$ cat src/hw/rtl/sfps_pkg.sv
// Shared types, widths and codes for the structure factor phase sum core.
package sfps_pkg;

  localparam int MAX_ATOMS  = 1024;
  localparam int FRAC_BITS  = 16;
  localparam int PHASE_BITS = 16;

  localparam int COORD_W = 32;
  localparam int USED_W  = 11;
  localparam int ADDR_W  = (MAX_ATOMS > 1) ? $clog2(MAX_ATOMS) : 1;
  localparam int CNT_W   = $clog2(MAX_ATOMS + 1);

  // trig table: quadrant taken off the phase, one entry per residual angle
  localparam int TAB_AW = PHASE_BITS - 2;
  localparam int TRIG_W = 17;
  localparam int TAB_W  = 2 * TRIG_W;

  localparam int ACC_NEED = CNT_W + TRIG_W + 1;
  localparam int SUM_W    = (ACC_NEED > 33) ? ACC_NEED : 33;

  localparam logic [31:0] PI2Q = 32'hC90F_DAA2;
  localparam logic [32:0] ONEQ = 33'h0_8000_0000;

  localparam logic [1:0] MODE_LOAD  = 2'd0;
  localparam logic [1:0] MODE_QUERY = 2'd1;
  localparam logic [1:0] MODE_CLEAR = 2'd2;

  typedef struct packed {
    logic [1:0]                 mode;
    logic signed [COORD_W-1:0]  coord_x;
    logic signed [COORD_W-1:0]  coord_y;
    logic signed [COORD_W-1:0]  coord_z;
  } in_t;

  typedef struct packed {
    logic signed [31:0]  real_sum;
    logic signed [31:0]  imag_sum;
    logic [USED_W-1:0]   atoms_used;
    logic                load_overflow;
  } out_t;

  typedef struct packed {
    logic signed [COORD_W-1:0] x;
    logic signed [COORD_W-1:0] y;
    logic signed [COORD_W-1:0] z;
  } atom_t;

  typedef struct packed {
    logic             start;
    logic             ack;
    logic [CNT_W-1:0] count;
  } qry_ctl_t;

  typedef struct packed {
    logic               done;
    logic signed [31:0] real_sum;
    logic signed [31:0] imag_sum;
  } qry_res_t;

endpackage

$ cat src/hw/rtl/sfps_query.sv
// Query pipeline: walks the atom store, forms phases, looks up trig, accumulates.
module sfps_query import sfps_pkg::*; (
  input  logic              clk,
  input  logic              rst_n,
  input  qry_ctl_t          ctl,
  input  in_t               req,
  output logic              atom_re,
  output logic [ADDR_W-1:0] atom_raddr,
  input  atom_t             atom_q,
  output logic              tab_re,
  output logic [TAB_AW-1:0] tab_raddr,
  input  logic [TAB_W-1:0]  tab_q,
  output qry_res_t          res
);

  localparam int PH_SHR = (2 * FRAC_BITS >= PHASE_BITS) ? 2 * FRAC_BITS - PHASE_BITS : 0;
  localparam int PH_SHL = (2 * FRAC_BITS >= PHASE_BITS) ? 0 : PHASE_BITS - 2 * FRAC_BITS;

  logic                      run_r;
  logic [CNT_W-1:0]          idx_r;
  logic [CNT_W-1:0]          cnt_r;
  logic signed [COORD_W-1:0] gx_r;
  logic signed [COORD_W-1:0] gy_r;
  logic signed [COORD_W-1:0] gz_r;
  logic                      v1_r;
  logic                      v2_r;
  logic                      v3_r;
  logic [63:0]               px_r;
  logic [63:0]               py_r;
  logic [63:0]               pz_r;
  logic [1:0]                quad_r;
  logic signed [SUM_W-1:0]   acc_re_r;
  logic signed [SUM_W-1:0]   acc_im_r;

  logic                      issue;
  logic [63:0]               dsum;
  logic [PHASE_BITS-1:0]     phase;
  logic signed [TRIG_W:0]    s0;
  logic signed [TRIG_W:0]    c0;
  logic signed [TRIG_W:0]    dre;
  logic signed [TRIG_W:0]    dim;

  function automatic logic signed [31:0] sat32(input logic signed [SUM_W-1:0] v);
    logic [SUM_W-32:0] hi;
    hi = v[SUM_W-1:31];
    if (hi == '0 || hi == '1) begin
      return v[31:0];
    end else if (v[SUM_W-1]) begin
      return 32'h8000_0000;
    end else begin
      return 32'h7FFF_FFFF;
    end
  endfunction

  assign issue      = run_r && (idx_r != cnt_r);
  assign atom_re    = issue;
  assign atom_raddr = idx_r[ADDR_W-1:0];

  // phase in turns: fractional bits of g.tau, products wrap modulo 2^64
  assign dsum      = px_r + py_r + pz_r;
  assign phase     = PHASE_BITS'((dsum >> PH_SHR) << PH_SHL);
  assign tab_re    = v2_r;
  assign tab_raddr = phase[TAB_AW-1:0];

  assign s0 = $signed({1'b0, tab_q[TAB_W-1 -: TRIG_W]});
  assign c0 = $signed({1'b0, tab_q[TRIG_W-1:0]});

  always_comb begin
    case (quad_r)
      2'd0:    begin dre = c0;  dim = -s0; end
      2'd1:    begin dre = -s0; dim = -c0; end
      2'd2:    begin dre = -c0; dim = s0;  end
      default: begin dre = s0;  dim = c0;  end
    endcase
  end

  assign res.done     = run_r && !issue && !(v1_r || v2_r || v3_r);
  assign res.real_sum = sat32(acc_re_r);
  assign res.imag_sum = sat32(acc_im_r);

  always_ff @(posedge clk) begin
    if (!rst_n) begin
      run_r <= 1'b0;
      v1_r  <= 1'b0;
      v2_r  <= 1'b0;
      v3_r  <= 1'b0;
    end else begin
      v1_r <= issue;
      v2_r <= v1_r;
      v3_r <= v2_r;
      if (ctl.start) begin
        run_r <= 1'b1;
      end else if (ctl.ack) begin
        run_r <= 1'b0;
      end
    end
  end

  always_ff @(posedge clk) begin
    if (ctl.start) begin
      idx_r <= '0;
      cnt_r <= ctl.count;
      gx_r  <= req.coord_x;
      gy_r  <= req.coord_y;
      gz_r  <= req.coord_z;
    end else if (issue) begin
      idx_r <= idx_r + CNT_W'(1);
    end
    if (v1_r) begin
      px_r <= gx_r * atom_q.x;
      py_r <= gy_r * atom_q.y;
      pz_r <= gz_r * atom_q.z;
    end
    if (v2_r) begin
      quad_r <= phase[PHASE_BITS-1 -: 2];
    end
    if (ctl.start) begin
      acc_re_r <= '0;
      acc_im_r <= '0;
    end else if (v3_r) begin
      acc_re_r <= acc_re_r + SUM_W'(dre);
      acc_im_r <= acc_im_r + SUM_W'(dim);
    end
  end

endmodule

$ cat config.mk
export PLATFORM = sky130hd
export DESIGN_NAME = sfps_query
export DESIGN_NICKNAME = d
export VERILOG_FILES = /design/src/hw/rtl/sfps_pkg.sv /design/src/hw/rtl/sfps_query.sv
export SDC_FILE = /design/constraint.sdc
export NUM_CORES = 2
export LEC_CHECK = 0
export BUFFER_PORTS_ARGS = -buffer_cell sky130_fd_sc_hd__buf_2
export CAP_MARGIN = 20
export CORE_UTILIZATION = 40
export CTS_BUF_LIST = sky130_fd_sc_hd__clkbuf_16
export DETAILED_ROUTE_END_ITERATION = 8
export PLACE_DENSITY = 0.54
export SYNTH_ARGS = -nofsm -noshare
export SYNTH_HDL_FRONTEND = slang
export SYNTH_SLANG_ARGS = --single-unit
$ cat constraint.sdc
create_clock -name clk -period 25.3 [get_ports clk]
set_input_delay 3.795 -clock clk [delete_from_list [all_inputs] [get_ports clk]]
set_output_delay 3.795 -clock clk [all_outputs]
set_load 0.01 [all_outputs]
* Word-level counts from Yosys, hierarchy flattened *
Cells that the tools add are included.
Widths: inputs -> output; s select.

operators by class
  mux-type cells = 8
  divide/modulo/power cells = 0
  reduce and logical (&&, ||, !) cells = 13
  $mul = 3
  shifts and indexed selects = 0
  bitwise logic cells = 0
  magnitude comparators = 0
  equal/unequal tests = 5
  add/subtract/negate cells = 7

operator list
  cell                   number
  $mux 32                4
  $pmux 18 s3            2
  $mul 32x32->32         3
  $add 33x18->33         2
  $add 32x32->32         2
  $neg 17->18            2
  $add 11x1->11 const B  1
  $ne 11x11->1           1
  $eq 2x2->1 const B     3
  $logic_not 2->1        3
  $logic_or 1x1->1       4
  $logic_and 1x1->1      3
  $eq 2x1->1 const B     1
  $logic_not 1->1        2
  $mux 1                 2
  $reduce_bool 2->1      1

word-level totals
  ROM bits = 0
  output and inout port bits = 91
  memories kept = 0
  memory bits (writable) = 0
  bits of input ports = 243
  latch bits = 0
  flip-flop bits (word level) = 286
  logic and storage cells = 51

* Longest topological paths before layout *
  word-level depth = 5
  depth in mapped cells = 28
  mapped depth without buffers = 26

* Worst setup path after synthesis *
No wires, ideal clock.

  path kind = in2reg
  start point = input port atom_q[4] in the netlist's numbering
  end point = register pz_r[31], data pin
  library setup time = 260 ps
  buffers on the path = 2
  stages = 24
  slack = 14729 ps
  data arrival time = 10311 ps
  path through = clkbuf_1 -> clkbuf_1 -> and2_1 -> fa_1 -> fa_1 -> inv_1 -> fa_1 -> fa_1 -> inv_1 -> fa_1 -> inv_1 -> fa_1 -> inv_1 -> fa_1 -> fa_1 -> ha_1 -> nand2_1 -> or3_1 -> o21ai_0 -> a41oi_1 -> a211oi_1 -> a21o_1 -> a31oi_1 -> xnor2_1

on the way
  word-level cells in the longest chain between the ends = 1

RTL lines
  element               RTL line           source
  from (decl)           sfps_query.sv:9    input atom_t atom_q,
  $mul 32x32->32        sfps_query.sv:112  pz_r <= gz_r * atom_q.z;
  to (signal assigned)  sfps_query.sv:112
  to (decl)             sfps_query.sv:30   logic [63:0] pz_r;

Every way passes these cells.
A chain may end at the register's enable or synchronous reset.

* Worst setup path in the final report *
  start point = input port atom_q[38] in the netlist's numbering
  end point = register py_r[28], data pin

on the way
  word-level cells in the longest chain between the ends = 1

RTL lines
  element               RTL line           source
  $mul 32x32->32        sfps_query.sv:111  py_r <= gy_r * atom_q.y;
  to (signal assigned)  sfps_query.sv:111
  to (decl)             sfps_query.sv:29   logic [63:0] py_r;

Every way passes these cells.

==> results.yml <==
sta:
  hold_viol: 0
  report.final.slew_viol_count: 0
  rsz0062_at_grt: "no"
  setup-tns-final_ps: 0
  setup_viol_count_final: 0
  fin_crit_sh_pct: 42.8
  finClkSkew_ps: 49.5
  worstMarginPinSlew_ps: 1150
  max_slew_margin_pct: 23.5
  max_clock_freq_mhz: 92.3
  period_needed_ps: 10840
worst_setup_path:
  path_buf_inv: 5
  crit_type: "in2reg"
  crit_arrival_ps: 11230
  worst_path_most_repeated_cell: "fa_1"
  cp-end-kind: "flop"
  crit_family: "adder cells"
  slowest_stage: "buf_2"
  slowest_delay_ps: 600
  cp-start-kind: "primary input"
  r2r-start: "gz_r[14]$_DFFE_PP_"
  worstPathRequired_ps: 25690
  crit_chain: "buf_2 > and2_1 > fa_1 > fa_1 > fa_1 > inv_1 > fa_1 > inv_1 > fa_1 > inv_1 > fa_1 > inv_1 > fa_1 > fa_1 > ha_1 > a21oi_1 > nor2b_1 > o21ai_0 > nand2b_1 > a21o_1 > a221oi_1 > o31ai_1 > or2_2 > xor2_1"
  ff2ff_setup_slack_ps: 17110
  crit_fanout: 26
  cp-startpoint: "atom_q[38]"
global_routing:
  grt_max_degree: 77
  grt_use_total_pct: 22.5
  antenna_found_initial: 7
  grt_pass1_wl_um: 284000
  globalRouteOverflowTotal: 0
  grt_pass1_vias: 49400
yosys:
  yosys_warnings: 0
  ys_ff_latch: 286
  ys_async_sr_fraction_pct: 0
  synth_nets: 8843
  synth-simple-area-share_pct: 16.9
  postSynthAreaPerCell_um2: 9.49
  seq_area_frac_synth_pct: 12.1
  synth_adder_area_share_pct: 49.7
  synth_edf_count: 205
  synth_xor_area_share_pct: 4.77
  ys.flop_type: "edfxtp_1"
  synth_mux_area_share_pct: 0.881
  synth_cells: 6793
  synth-compound-area-share_pct: 5.94
  synth_area_mm2: 0.0645
  synth_top_family_by_area: "adder cells"
  ys_types: 77
clock_network:
  cts_setup_buffers: 0
  htreeDepth: 2
  cts_buffers: 43
  clock-sinks: 286
  post_cts_resized: 0
  clk_latency_ps: 670
  cts.clk_slew.worst_paths_ps: 60
  cts-root-buf: "clkbuf_16"
  clock_path_buffers: 3
  hold_buffers: 0
  cts_tree: "built"
cells_and_area:
  area_delta_synth_final_pct: 7.71
  drive_gt1_share_pct: 7.22
  nets: 8942
  n_fill_cell: 15900
floorplanning:
  ios: 334
  dieArea_mm2: 0.163
  fp.dieH_um: 404
  start_util_pct: 40.5
  dieWidth_um: 404
  coreArea_mm2: 0.159
  rows: 146
detailed_routing:
  vias: 45600
  dr.max_layer_used: "met5"
  dr_wl_met3_um: 8570
  routed_wl_um: 178000
  viasPerCell: 5.03
  drt_iter0_markers: 2199
  wl_per_cell_um: 19.6
  firstDrtPassIters: 5
  wl_met2_um: 86200
  postRouteAntennaNets: 0
  drcViolationCount: 0
  wl_met1_um: 78400
placement:
  port_buffers: 331
  dp_hpwl_um: 136000
  place_congestion: 0.854
hold_path:
  min_from: "acc_im_r[22]$_SDFFE_PP0P_"
  holdCritPathClass: "reg2reg"
run:
  maxCapViolations: 0
outcome:
  outcome: "completed"
-- stage by stage --
step / setup WS (ps) / hold slack, ps / cell area [µm²] / util, % / instances
6_report: 14460 / 482 / 69400 / 43.6 / 9077
4_1_cts: 14420 / 481 / 69400 / 43.6 / 9071
2_1_floorplan: 14730 / 452 / 64500 / - / 6793
3_3_place_gp: 13730 / 470 / 67900 / 42.6 / 8991
3_5_place_dp: 13730 / 473 / 67900 / 42.6 / 8992
5_1_grt: 14090 / 519 / 69400 / 43.6 / 9072
-- registers in the layout, indices dropped and copies added, names as in the netlist, 2 cells and up --
name	cells
cnt_r	11
gy_r	32
quad_r	2
gz_r	32
idx_r	11
pz_r	32
px_r	32
gx_r	32
py_r	32
acc_im_r	33
acc_re_r	33
-- cells in the final DEF, fill, tap and decap left out, types with 6 or more instances in the layout --
cell,count
nand2b_1,19
fa_1,1256
mux2i_1,47
xor2_1,83
edfxtp_1,205
o21bai_1,24
a31o_2,6
clkbuf_16,43
a31oi_1,17
xnor2_1,268
ha_1,551
nand3_1,45
nand2_1,655
inv_1,1319
clkinvlp_4,6
nor2b_1,26
buf_4,52
dfxtp_1,79
nand4_1,9
a21o_1,131
nor2_1,150
nor4_1,11
and2_1,1032
nor3_1,36
a211oi_1,24
or3_1,20
o211ai_1,11
or2_2,11
o31ai_1,11
a221oi_1,14
o21ai_0,97
a211o_1,6
and3_1,24
o21a_1,39
buf_2,330
a21oi_1,143
-- synth_stat cells, types with 19 or more instances --
library cell	instances	area, µm²
a21o_1	131	983
nor2b_1	26	163
buf_4	24	180
clkbuf_1	296	1110
or3_1	20	125
fa_1	1256	25100
edfxtp_1	205	6160
nand3_1	45	225
mux2i_1	47	470
and3_1	24	150
nor3_1	36	180
nand2b_1	19	119
and2_1	1032	6460
a211oi_1	24	180
xnor2_1	268	2350
nor2_1	152	571
o21a_1	39	293
o21ai_0	97	485
inv_1	1318	4950
o21bai_1	24	180
nand2_1	655	2460
xor2_1	83	727
ha_1	551	6890
a21oi_1	143	716
dfxtp_1	81	1620
-- worst paths after layout --
kind                               end  cells after the start
max                 py_r[28]$_DFFE_PP_                     24
min          acc_im_r[22]$_SDFFE_PP0P_                      2
max reg2reg         pz_r[31]$_DFFE_PP_                     22
min reg2reg  acc_im_r[22]$_SDFFE_PP0P_                      2
-- worst min-delay path, delay by kind of cell (launching register included) --
family,cells,cell delay [ps]
AO/OA/AOI/OAI,1,50
AND/OR/NAND/NOR,1,60
flip-flops,1,320
-- cell families (layout without fill, tap and decap cells) --
| family | count (synthesis) | count (layout) |
|---|---|---|
| fa+ha+maj | 1807 | 1807 |
| other cells | 0 | 5 |
| flops | 286 | 286 |
| buf+inv | 1649 | 1782 |
| mux | 53 | 53 |
| simple gates | 2068 | 2068 |
| xor+xnor | 351 | 351 |
| compound gates | 579 | 579 |
-- per-layer routing --
metal  vias to the layer above  track usage, %
li1                      20900               -
met1                     23500            30.2
met2                      1034            38.5
met3                       223            2.65
met4                         4            5.76
met5                         -               0
-- area by class of cell --
type	count	area (µm²)	area share (%)
diodes	5	12.5	0.0180
inverters	1318	4950	7.12
well taps	2146	2690	3.87
clock buffers	43	1080	1.55
flip-flops and latches	286	7780	11.2
repair buffers	385	2100	3.02
clock inverters	36	422	0.607
multi-input cells	4858	50400	72.6
Power is left out: the tool's default activity adds up to more than one toggle a clock period on the data nets, which glitch-free logic cannot reach.
