[src/hw/rtl/sfps_pkg.sv]
// Shared types, widths and codes for the structure factor phase sum core.
package sfps_pkg;

  localparam int MAX_ATOMS  = 1024;
  localparam int FRAC_BITS  = 16;
  localparam int PHASE_BITS = 16;

  localparam int COORD_W = 32;
  localparam int USED_W  = 11;
  localparam int ADDR_W  = (MAX_ATOMS > 1) ? $clog2(MAX_ATOMS) : 1;
  localparam int CNT_W   = $clog2(MAX_ATOMS + 1);

  // trig table: quadrant taken off the phase, one entry per residual angle
  localparam int TAB_AW = PHASE_BITS - 2;
  localparam int TRIG_W = 17;
  localparam int TAB_W  = 2 * TRIG_W;

  localparam int ACC_NEED = CNT_W + TRIG_W + 1;
  localparam int SUM_W    = (ACC_NEED > 33) ? ACC_NEED : 33;

  localparam logic [31:0] PI2Q = 32'hC90F_DAA2;
  localparam logic [32:0] ONEQ = 33'h0_8000_0000;

  localparam logic [1:0] MODE_LOAD  = 2'd0;
  localparam logic [1:0] MODE_QUERY = 2'd1;
  localparam logic [1:0] MODE_CLEAR = 2'd2;

  typedef struct packed {
    logic [1:0]                 mode;
    logic signed [COORD_W-1:0]  coord_x;
    logic signed [COORD_W-1:0]  coord_y;
    logic signed [COORD_W-1:0]  coord_z;
  } in_t;

  typedef struct packed {
    logic signed [31:0]  real_sum;
    logic signed [31:0]  imag_sum;
    logic [USED_W-1:0]   atoms_used;
    logic                load_overflow;
  } out_t;

  typedef struct packed {
    logic signed [COORD_W-1:0] x;
    logic signed [COORD_W-1:0] y;
    logic signed [COORD_W-1:0] z;
  } atom_t;

  typedef struct packed {
    logic             start;
    logic             ack;
    logic [CNT_W-1:0] count;
  } qry_ctl_t;

  typedef struct packed {
    logic               done;
    logic signed [31:0] real_sum;
    logic signed [31:0] imag_sum;
  } qry_res_t;

endpackage

[src/hw/rtl/sfps_trig_init.sv]
// Taylor series engine that fills the sine/cosine table after reset.
module sfps_trig_init import sfps_pkg::*; (
  input  logic              clk,
  input  logic              rst_n,
  output logic              tab_we,
  output logic [TAB_AW-1:0] tab_waddr,
  output logic [TAB_W-1:0]  tab_wdata,
  output logic              fill_done
);

  localparam int T_W   = 33;
  localparam int TERMS = 9;
  localparam int RC_W  = 38;

  // {l, ceil(2^(33+l)/d)} with l = clog2(d): exact truncating division of a 33-bit value
  function automatic logic [RC_W-1:0] recip(input int d);
    longint unsigned m;
    int              l;
    l = $clog2(d);
    m = ((64'd1 << (T_W + l)) + 64'(d) - 64'd1) / 64'(d);
    return {4'(l), 34'(m)};
  endfunction

  localparam logic [RC_W-1:0] RC_ONE = recip(1);
  localparam logic [RC_W-1:0] RC_S1  = recip(6);
  localparam logic [RC_W-1:0] RC_S2  = recip(20);
  localparam logic [RC_W-1:0] RC_S3  = recip(42);
  localparam logic [RC_W-1:0] RC_S4  = recip(72);
  localparam logic [RC_W-1:0] RC_S5  = recip(110);
  localparam logic [RC_W-1:0] RC_S6  = recip(156);
  localparam logic [RC_W-1:0] RC_S7  = recip(210);
  localparam logic [RC_W-1:0] RC_S8  = recip(272);
  localparam logic [RC_W-1:0] RC_S9  = recip(342);
  localparam logic [RC_W-1:0] RC_C1  = recip(2);
  localparam logic [RC_W-1:0] RC_C2  = recip(12);
  localparam logic [RC_W-1:0] RC_C3  = recip(30);
  localparam logic [RC_W-1:0] RC_C4  = recip(56);
  localparam logic [RC_W-1:0] RC_C5  = recip(90);
  localparam logic [RC_W-1:0] RC_C6  = recip(132);
  localparam logic [RC_W-1:0] RC_C7  = recip(182);
  localparam logic [RC_W-1:0] RC_C8  = recip(240);
  localparam logic [RC_W-1:0] RC_C9  = recip(306);

  typedef enum logic [2:0] {T_X, T_MUL_A, T_MUL_B, T_DIV, T_ACC, T_DONE} tstate_t;

  tstate_t            state_r;
  logic [TAB_AW-1:0]  r_r;
  logic [31:0]        x_r;
  logic [T_W-1:0]     t_r;
  logic signed [34:0] sum_r;
  logic [3:0]         n_r;
  logic               cos_r;
  logic [TRIG_W-1:0]  sin_q_r;
  logic [T_W-1:0]     quo_r;

  logic [T_W-1:0]     mul_a;
  logic [31:0]        mul_b;
  logic [64:0]        prod;
  logic [T_W-1:0]     qm;
  logic [31:0]        x_new;
  logic [3:0]         rsh;
  logic [33:0]        rmag;
  logic [34:0]        nm_hi;
  logic [66:0]        nm;
  logic [T_W-1:0]     quo_div;
  logic signed [34:0] term;
  logic signed [34:0] sum_upd;
  logic [31:0]        clampv;
  logic [31:0]        rnd;
  logic [TRIG_W-1:0]  q16;
  logic               last_term;

  // reciprocal of (f+1)(f+2) for term n: sine starts at f=1, cosine at f=0
  function automatic logic [RC_W-1:0] tdiv(input logic [3:0] n, input logic is_cos);
    logic [RC_W-1:0] rc;
    case ({is_cos, n})
      {1'b0, 4'd1}: rc = RC_S1;
      {1'b0, 4'd2}: rc = RC_S2;
      {1'b0, 4'd3}: rc = RC_S3;
      {1'b0, 4'd4}: rc = RC_S4;
      {1'b0, 4'd5}: rc = RC_S5;
      {1'b0, 4'd6}: rc = RC_S6;
      {1'b0, 4'd7}: rc = RC_S7;
      {1'b0, 4'd8}: rc = RC_S8;
      {1'b0, 4'd9}: rc = RC_S9;
      {1'b1, 4'd1}: rc = RC_C1;
      {1'b1, 4'd2}: rc = RC_C2;
      {1'b1, 4'd3}: rc = RC_C3;
      {1'b1, 4'd4}: rc = RC_C4;
      {1'b1, 4'd5}: rc = RC_C5;
      {1'b1, 4'd6}: rc = RC_C6;
      {1'b1, 4'd7}: rc = RC_C7;
      {1'b1, 4'd8}: rc = RC_C8;
      {1'b1, 4'd9}: rc = RC_C9;
      default:      rc = RC_ONE;
    endcase
    return rc;
  endfunction

  always_comb begin
    case (state_r)
      T_X: begin
        mul_a = T_W'(r_r);
        mul_b = PI2Q;
      end
      T_DIV: begin
        mul_a = quo_r;
        mul_b = rmag[31:0];
      end
      default: begin
        mul_a = t_r;
        mul_b = x_r;
      end
    endcase
  end

  assign prod  = 65'(mul_a) * 65'(mul_b);
  assign qm    = prod[63:31];
  assign x_new = prod[TAB_AW +: 32];

  assign {rsh, rmag} = tdiv(n_r, cos_r);
  assign nm_hi   = (rmag[33] ? {1'b0, quo_r, 1'b0} : 35'd0)
                 + (rmag[32] ? {2'b00, quo_r} : 35'd0);
  assign nm      = {2'b00, prod} + {nm_hi, 32'd0};
  assign quo_div = T_W'(nm >> (7'(T_W) + 7'(rsh)));

  assign term    = $signed({2'b00, quo_r});
  assign sum_upd = n_r[0] ? (sum_r - term) : (sum_r + term);

  always_comb begin
    if (sum_upd < 0) begin
      clampv = '0;
    end else if (sum_upd > 35'sd2147483648) begin
      clampv = 32'h8000_0000;
    end else begin
      clampv = sum_upd[31:0];
    end
  end

  assign rnd       = clampv + 32'd16384;
  assign q16       = rnd[31:15];
  assign last_term = (n_r == 4'(TERMS));

  assign tab_we    = (state_r == T_ACC) && last_term && cos_r;
  assign tab_waddr = r_r;
  assign tab_wdata = {sin_q_r, q16};
  assign fill_done = (state_r == T_DONE);

  always_ff @(posedge clk) begin
    if (!rst_n) begin
      state_r <= T_X;
      r_r     <= '0;
    end else begin
      unique case (state_r)
        T_X: begin
          x_r     <= x_new;
          t_r     <= {1'b0, x_new};
          sum_r   <= $signed({3'b000, x_new});
          n_r     <= 4'd1;
          cos_r   <= 1'b0;
          state_r <= T_MUL_A;
        end
        T_MUL_A: begin
          t_r     <= qm;
          state_r <= T_MUL_B;
        end
        T_MUL_B: begin
          quo_r   <= qm;
          state_r <= T_DIV;
        end
        T_DIV: begin
          quo_r   <= quo_div;
          state_r <= T_ACC;
        end
        T_ACC: begin
          t_r <= quo_r;
          if (!last_term) begin
            sum_r   <= sum_upd;
            n_r     <= n_r + 4'd1;
            state_r <= T_MUL_A;
          end else if (!cos_r) begin
            sin_q_r <= q16;
            cos_r   <= 1'b1;
            n_r     <= 4'd1;
            t_r     <= ONEQ;
            sum_r   <= $signed({2'b00, ONEQ});
            state_r <= T_MUL_A;
          end else if (&r_r) begin
            state_r <= T_DONE;
          end else begin
            r_r     <= r_r + TAB_AW'(1);
            state_r <= T_X;
          end
        end
        T_DONE: begin
          state_r <= T_DONE;
        end
        default: begin
          state_r <= T_X;
        end
      endcase
    end
  end

endmodule

[config.mk]
export PLATFORM = sky130hd
export DESIGN_NAME = sfps_trig_init
export DESIGN_NICKNAME = d
export VERILOG_FILES = /design/src/hw/rtl/sfps_pkg.sv /design/src/hw/rtl/sfps_trig_init.sv
export SDC_FILE = /design/constraint.sdc
export NUM_CORES = 2
export LEC_CHECK = 0
export ABC_AREA = 1
export BUFFER_PORTS_ARGS = -buffer_cell sky130_fd_sc_hd__buf_2
export CAP_MARGIN = 25
export CORE_ASPECT_RATIO = 2
export CORE_UTILIZATION = 35
export CTS_CLUSTER_DIAMETER = 40
export DETAILED_ROUTE_END_ITERATION = 8
export GPL_TIMING_DRIVEN = 0
export HOLD_SLACK_MARGIN = 0.03
export PLACE_DENSITY = 0.5
export SLEW_MARGIN = 15
export SYNTH_ARGS = -nofsm -noshare
export SYNTH_HDL_FRONTEND = slang
export SYNTH_SLANG_ARGS = --single-unit
export TNS_END_PERCENT = 5
[constraint.sdc]
create_clock -name clk -period 12.59 [get_ports clk]
set_input_delay 1.8885 -clock clk [delete_from_list [all_inputs] [get_ports clk]]
set_output_delay 1.8885 -clock clk [all_outputs]
set_load 0.01 [all_outputs]
[After elaboration in Yosys (flattened, before gate mapping)]
Memories as Yosys holds them, arrays and structs flattened.
Index checks and enable logic that the tools add are counted.
Storage, ports and cells
  register bits: 172
  bits in read-only memories: 1184
  logic and storage cells: 69
  memories: 1
Memory list
  (name not given): depth 32, width 37, read ports 1, clocked after memory_dff 0, write ports 0, RTL line sfps_trig_init.sv:76  | case ({is_cos, n})
Cells by class
  add/subtract/negate cells: 8
  $mul: 1
  order comparisons: 2
  equality and inequality tests: 8
  shift-type cells: 1
  muxes and demuxes: 23
  bitwise logic cells: 2
  reductions and logical operators: 14
Operators with widths (number)
  $pmux W33 S2: 2
  $mux W35: 3
  $mux W33: 3
  $pmux W33 S3: 1
  $pmux W35 S2: 1
  $add A65 B67 Y67: 1
  $shr A67 B7 Y33: 1
  $mul A33 B32 Y65: 1
  $mux W32: 2
  $pmux W32 S2: 1
  $add A34 B33 Y35: 1
  $add A35 B34 Y35: 1
  $gt A35 B33 Y1 const B: 1
  $lt A35 B1 Y1 const B: 1
  $sub A35 B34 Y35: 1
  $mux W34: 1
  $add A32 B15 Y32 const B: 1
  $pmux W3 S6: 1
  $add A14 B1 Y14 const B: 1
  $reduce_and A14 Y1: 1
  $mux W3: 3
  $mux W4: 2
  $pmux W4 S2: 1
  $reduce_and A4 Y1: 2
  other kinds (17): 25

[Depth between registers and ports, before layout]
  depth in word-level cells: 6
  depth in mapped cells: 66
  gate-level depth less buffers: 64

[Worst setup path after synthesis]
OpenSTA, ideal clock, no wires.
  kind: register to register
  from: register n_r[0]
  to: register quo_r[22] (data pin)
  library setup time: 253 ps
  data arrival time: 11049 ps
  setup slack: 1288 ps
  stages on the path, launching flop included: 65
  buffers on the path: 2
  period minus slack after synthesis: 11302 ps
  path through: edfxtp_1 > clkinv_1 > clkbuf_1 > ha_1 > inv_1 > o21ai_0 > inv_1 > o31ai_1 > nand2_1 > o21ai_1 > clkinv_1 > clkbuf_1 > nor2_1 > fa_1 > inv_1 > fa_1 > inv_1 > fa_1 > [... 29 more ...] > nand2_1 > a21oi_1 > o41ai_1 > nand2_1 > nand2_1 > nand2_1 > nand2_1 > nand2_2 > nand3_2 > nand2_1 > nand2_1 > nand2_1 > nand3_1 > nand3_1 > nand3_1 > nand2_1 > nand2_1 > nor2_1
On the way
  word-level cells in the longest chain between the ends: 6
Ends and longest elaborated chain
  from (decl): RTL line sfps_trig_init.sv:51  | logic [3:0] n_r;
  from (signal assigned): RTL line sfps_trig_init.sv:179  | n_r <= n_r + 4'd1;
  $mem_v2 Z32 W37
  $pmux W32 S2: RTL line sfps_trig_init.sv:101  | case (state_r)
  $mul A33 B32 Y65: RTL line sfps_trig_init.sv:117  | assign prod = 65'(mul_a) * 65'(mul_b);
  via prod[35]: RTL line sfps_trig_init.sv:58  | logic [64:0] prod;
  $add A65 B67 Y67: RTL line sfps_trig_init.sv:124  | assign nm = {2'b00, prod} + {nm_hi, 32'd0};
  $shr A67 B7 Y33: RTL line sfps_trig_init.sv:125  | assign quo_div = T_W'(nm >> (7'(T_W) + 7'(rsh)));
  $pmux W33 S2: RTL line sfps_trig_init.sv:154  | unique case (state_r)
  to (signal assigned): RTL line sfps_trig_init.sv:168  | quo_r <= qm;
  to (signal assigned): RTL line sfps_trig_init.sv:172  | quo_r <= quo_div;
  to (decl): RTL line sfps_trig_init.sv:54  | logic [T_W-1:0] quo_r;
The timed path passes the listed nets, and every way through them passes these cells.
A chain may end at the register's enable or synchronous reset.

[Final worst setup path]
  from: register state_r[0]
  to: register quo_r[14] (data pin)
On the way
  word-level cells in the longest chain between the ends: 6
Ends and longest elaborated chain
  from (decl): RTL line sfps_trig_init.sv:46  | tstate_t state_r;
  from (signal assigned): RTL line sfps_trig_init.sv:151  | state_r <= T_X;
  from (signal assigned): RTL line sfps_trig_init.sv:161  | state_r <= T_MUL_A;
  from (signal assigned): RTL line sfps_trig_init.sv:165  | state_r <= T_MUL_B;
  $eq A3 B2 Y1 / $logic_not A3 Y1 (equally long branches): RTL line sfps_trig_init.sv:101
  $pmux W33 S2 / $pmux W32 S2 (equally long branches): RTL line sfps_trig_init.sv:101
  $mul A33 B32 Y65 *: RTL line sfps_trig_init.sv:117
  via prod[39]: RTL line sfps_trig_init.sv:58
  $add A65 B67 Y67 *: RTL line sfps_trig_init.sv:124
  $shr A67 B7 Y33 *: RTL line sfps_trig_init.sv:125
  $pmux W33 S2 *: RTL line sfps_trig_init.sv:154
Mark *: on every way through the listed nets, which the timed path passes. The rest lies on a longest branch.

==> results.sh <==
export IMPL_outcome="finished with violations"
export IMPL_violations="setup timing"
export IMPL_layout_common_cells="1311 x inv_1, 1173 x nand2_1, 920 x fa_1, 769 x nor2_1, 348 x ha_1"
export IMPL_synthFlopType="edfxtp_1"
export IMPL_place_hpwl_um=246300
export IMPL_syn_nets=7712
export IMPL_hold_violations=0
export IMPL_period_needed_ns=12.60
export IMPL_cts_hold_buffers_added=0
export IMPL_final_common_cell="inv_1"
export IMPL_max_slew_worst_pin_slew_ns=1.176
export IMPL_dieArea_mm2=0.1442
export IMPL_syn_area_mm2=0.04990
export IMPL_grt_overflow=0
export IMPL_portBuffers=51
export IMPL_pin_count=52
export IMPL_min_delay_start="tab_waddr[12]$_SDFFE_PN0P_"
export IMPL_htree_levels=4
export IMPL_yosys_warnings=0
export IMPL_finClkSkew_ns=0.03224
export IMPL_clkSlewWorstSetupHoldPaths_ns=0.08
export IMPL_crit_path_end_kind="register"
export IMPL_hp_class="register to register"
export IMPL_cts_tree="yes"
export IMPL_drv_slew=0
export IMPL_final_setup_worst_slack_ns=-0.01326
export IMPL_final_antenna_net_count=0
export IMPL_rsz0062_at_grt="true"
export IMPL_vias=47860
export IMPL_place_area_mm2=0.05400
export IMPL_yosysUniqueCellTypes=64
export IMPL_multi_input_comb_area_mm2=0.04065
export IMPL_cp_arrival_ns=12.89
export IMPL_r2r_end="quo_r[14]$_DFFE_PP_"
export IMPL_slowest_delay_ns=0.72
export IMPL_die_h_um=536.0
export IMPL_synth_seq_cells=172
export IMPL_wl_per_cell_um=33.38
export IMPL_drt_first_pass_iters=6
export IMPL_setup_viol=2
export IMPL_slew_headroom_pct=21.58
export IMPL_clockBufferDepth=3
export IMPL_drive_above_1_share_pct=12.17
export IMPL_startpoint_type="register"
export IMPL_reg2reg_slack_ns=-0.01
export IMPL_yosysSeqAreaShare_pct=10.01
export IMPL_die_w_um=269.0
export IMPL_vias_per_cell=5.565
export IMPL_maxCapViolCount=0
export IMPL_cts_sinks=172
export IMPL_synth_edff_count=155
export IMPL_routed_wl_um=287000
export IMPL_fin_cells=8599
export IMPL_drc=0
export IMPL_design_area_mm2=0.05804
export IMPL_critical_path_required_ns=12.87
export IMPL_gp_congestion=1.060
export IMPL_critPathKind="register to register"
export IMPL_syn2layout_area_growth_pct=16.32
export IMPL_async_reset_ff_share_pct=0
export IMPL_crit_start="state_r[0]$_SDFF_PN0_"
export IMPL_initial_core_util_pct=35.32
export IMPL_grt_pass1_wl_um=396200
export IMPL_cts_buffers=25
export IMPL_fillers=14820
export IMPL_path_common_cell="fa_1"
export IMPL_syn_area_per_cell_um2=7.787
export IMPL_grt_max_degree=34
export IMPL_grt_usage_pct=40.79
export IMPL_clk_insertion_delay_late_ns=0.56
export IMPL_timing_rr_start="state_r[0]$_SDFF_PN0_"
export IMPL_root_buffer="clkbuf_16"
export IMPL_holdPathStages=2
export IMPL_dp_cells=8424
export IMPL_core_area_mm2=0.1413
export IMPL_drt_iter0_drc=3102
export IMPL_fin_crit_sh_pct=100.1
export IMPL_slowest_stage="inv_2"
export IMPL_synthCells=6408
export IMPL_first_global_vias=51900
export IMPL_worstPathMaxFanout=10
export IMPL_nNetsFinal=8012
export IMPL_grt_antenna_before_repair=19
export IMPL_rows=195
export IMPL_regArea_mm2=0.004996
export IMPL_whs_endpoint="tab_waddr[13]$_SDFFE_PN0P_"
export IMPL_reg2regPathDepth=43
export IMPL_max_freq_mhz=79.34
export IMPL_crit_family="adder cells"
export IMPL_crit_buf_inv=8
[Yosys cell counts, types with 10 or more instances]
master | n | area (µm²)
a21o_1 | 17 | 127.6
a21oi_1 | 232 | 1161
a22oi_1 | 22 | 165.2
a31oi_1 | 27 | 168.9
buf_1 | 11 | 41.29
clkbuf_1 | 213 | 799.5
clkinv_1 | 24 | 90.09
dfxtp_1 | 17 | 340.3
edfxtp_1 | 155 | 4654
fa_1 | 928 | 18580
ha_1 | 374 | 4679
inv_1 | 1334 | 5007
inv_2 | 12 | 45.04
nand2_1 | 1209 | 4538
nand2_2 | 11 | 68.82
nand3_1 | 334 | 1672
nand3_2 | 10 | 100.1
nand4_1 | 58 | 362.9
nor2_1 | 794 | 2980
nor3_1 | 53 | 265.3
o211ai_1 | 57 | 427.9
o21a_1 | 21 | 157.7
o21ai_0 | 170 | 850.8
o21ai_1 | 20 | 100.1
o22ai_1 | 24 | 150.1
or2_2 | 13 | 81.33
xnor2_1 | 49 | 429.2
xor2_1 | 118 | 1033
[per-layer routing]
layer	part of all wire [%]	routed length, µm	vias up	track usage [%]
met1	27	76870	23910	32.40
met3	5.1	14770	1429	7.931
met5	0.016	46	-	0
met4	16	46920	6	52.89
li1	-	-	20260	-
met2	52	148400	2253	73.29
[worst min-delay path, stage by stage, from the launching register on]
cell and delay, ns:
dfxtp_1 0.34, nand2_1 0.07, a211oi_1 0.05
[flip-flops by register name, summed over array words and instances (netlist names)]
signal	cells
cos_r	1
n_r	4
quo_r	33
sin_q_r	17
state_r	3
sum_r	35
t_r	33
tab_waddr	14
x_r	32
[timing repair]
item,CTS,global route
endpoints found under the setup margin,97,33
pin swaps,37,34
setup buffers,83,49
gates cloned,0,0
gates resized for setup,422,195
[cell type report]
class	count	share of cell area [%]
clock buffer	28	1.097
inverter	1370	9.108
tap	1871	4.033
buffer	224	2.313
multi-input combinational	4632	70.04
clock inverter	4	0.08192
timing repair buffer	283	4.654
antenna	15	0.06467
sequential	172	8.608
[how the worst max path moves through the flow]
stage	endpoint	slack, ns	cells past startpoint
after global placement	quo_r[18]$_DFFE_PP_	-6.53	57
final	quo_r[14]$_DFFE_PP_	-0.01	43
after detailed placement	quo_r[17]$_DFFE_PP_	-4.84	51
after floorplan	quo_r[22]$_DFFE_PP_	1.29	64
after CTS	quo_r[20]$_DFFE_PP_	-0.007	62
after global routing	quo_r[21]$_DFFE_PP_	-0.13	55
[cells by family (layout without fill, tap and decap cells)]
| kind of cell | after synthesis | count (layout) | share of synthesized area (%) |
|---|---|---|---|
| multiplexers | 1 | 1 | 0.02006 |
| AO/OA/AOI/OAI | 644 | 644 | 7.525 |
| buffers and inverters | 1604 | 1909 | 12.13 |
| other | 0 | 15 | 0 |
| AND/OR/NAND/NOR | 2517 | 2517 | 20.75 |
| XOR/XNOR | 168 | 168 | 2.964 |
| adder cells (fa/ha/maj) | 1302 | 1302 | 46.61 |
| flip-flops | 172 | 172 | 10.01 |
[metrics by stage]
step	setup TNS [ns]	setup slack [ns]	hold slack, ns	util [%]
floorplan	0	1.288	0.4928	-
finish	-0.01427	-0.01326	0.5175	41.09
global route	-1.409	-0.1342	0.5273	41.06
detailed placement	-184.51	-4.841	0.4836	38.23
CTS	-0.009867	-0.007297	0.5100	40.21
global placement	-413.22	-6.531	0.4763	37.16
Power is left out: the tool's default activity adds up to more than one toggle a clock period on the data nets, which glitch-free logic cannot reach.
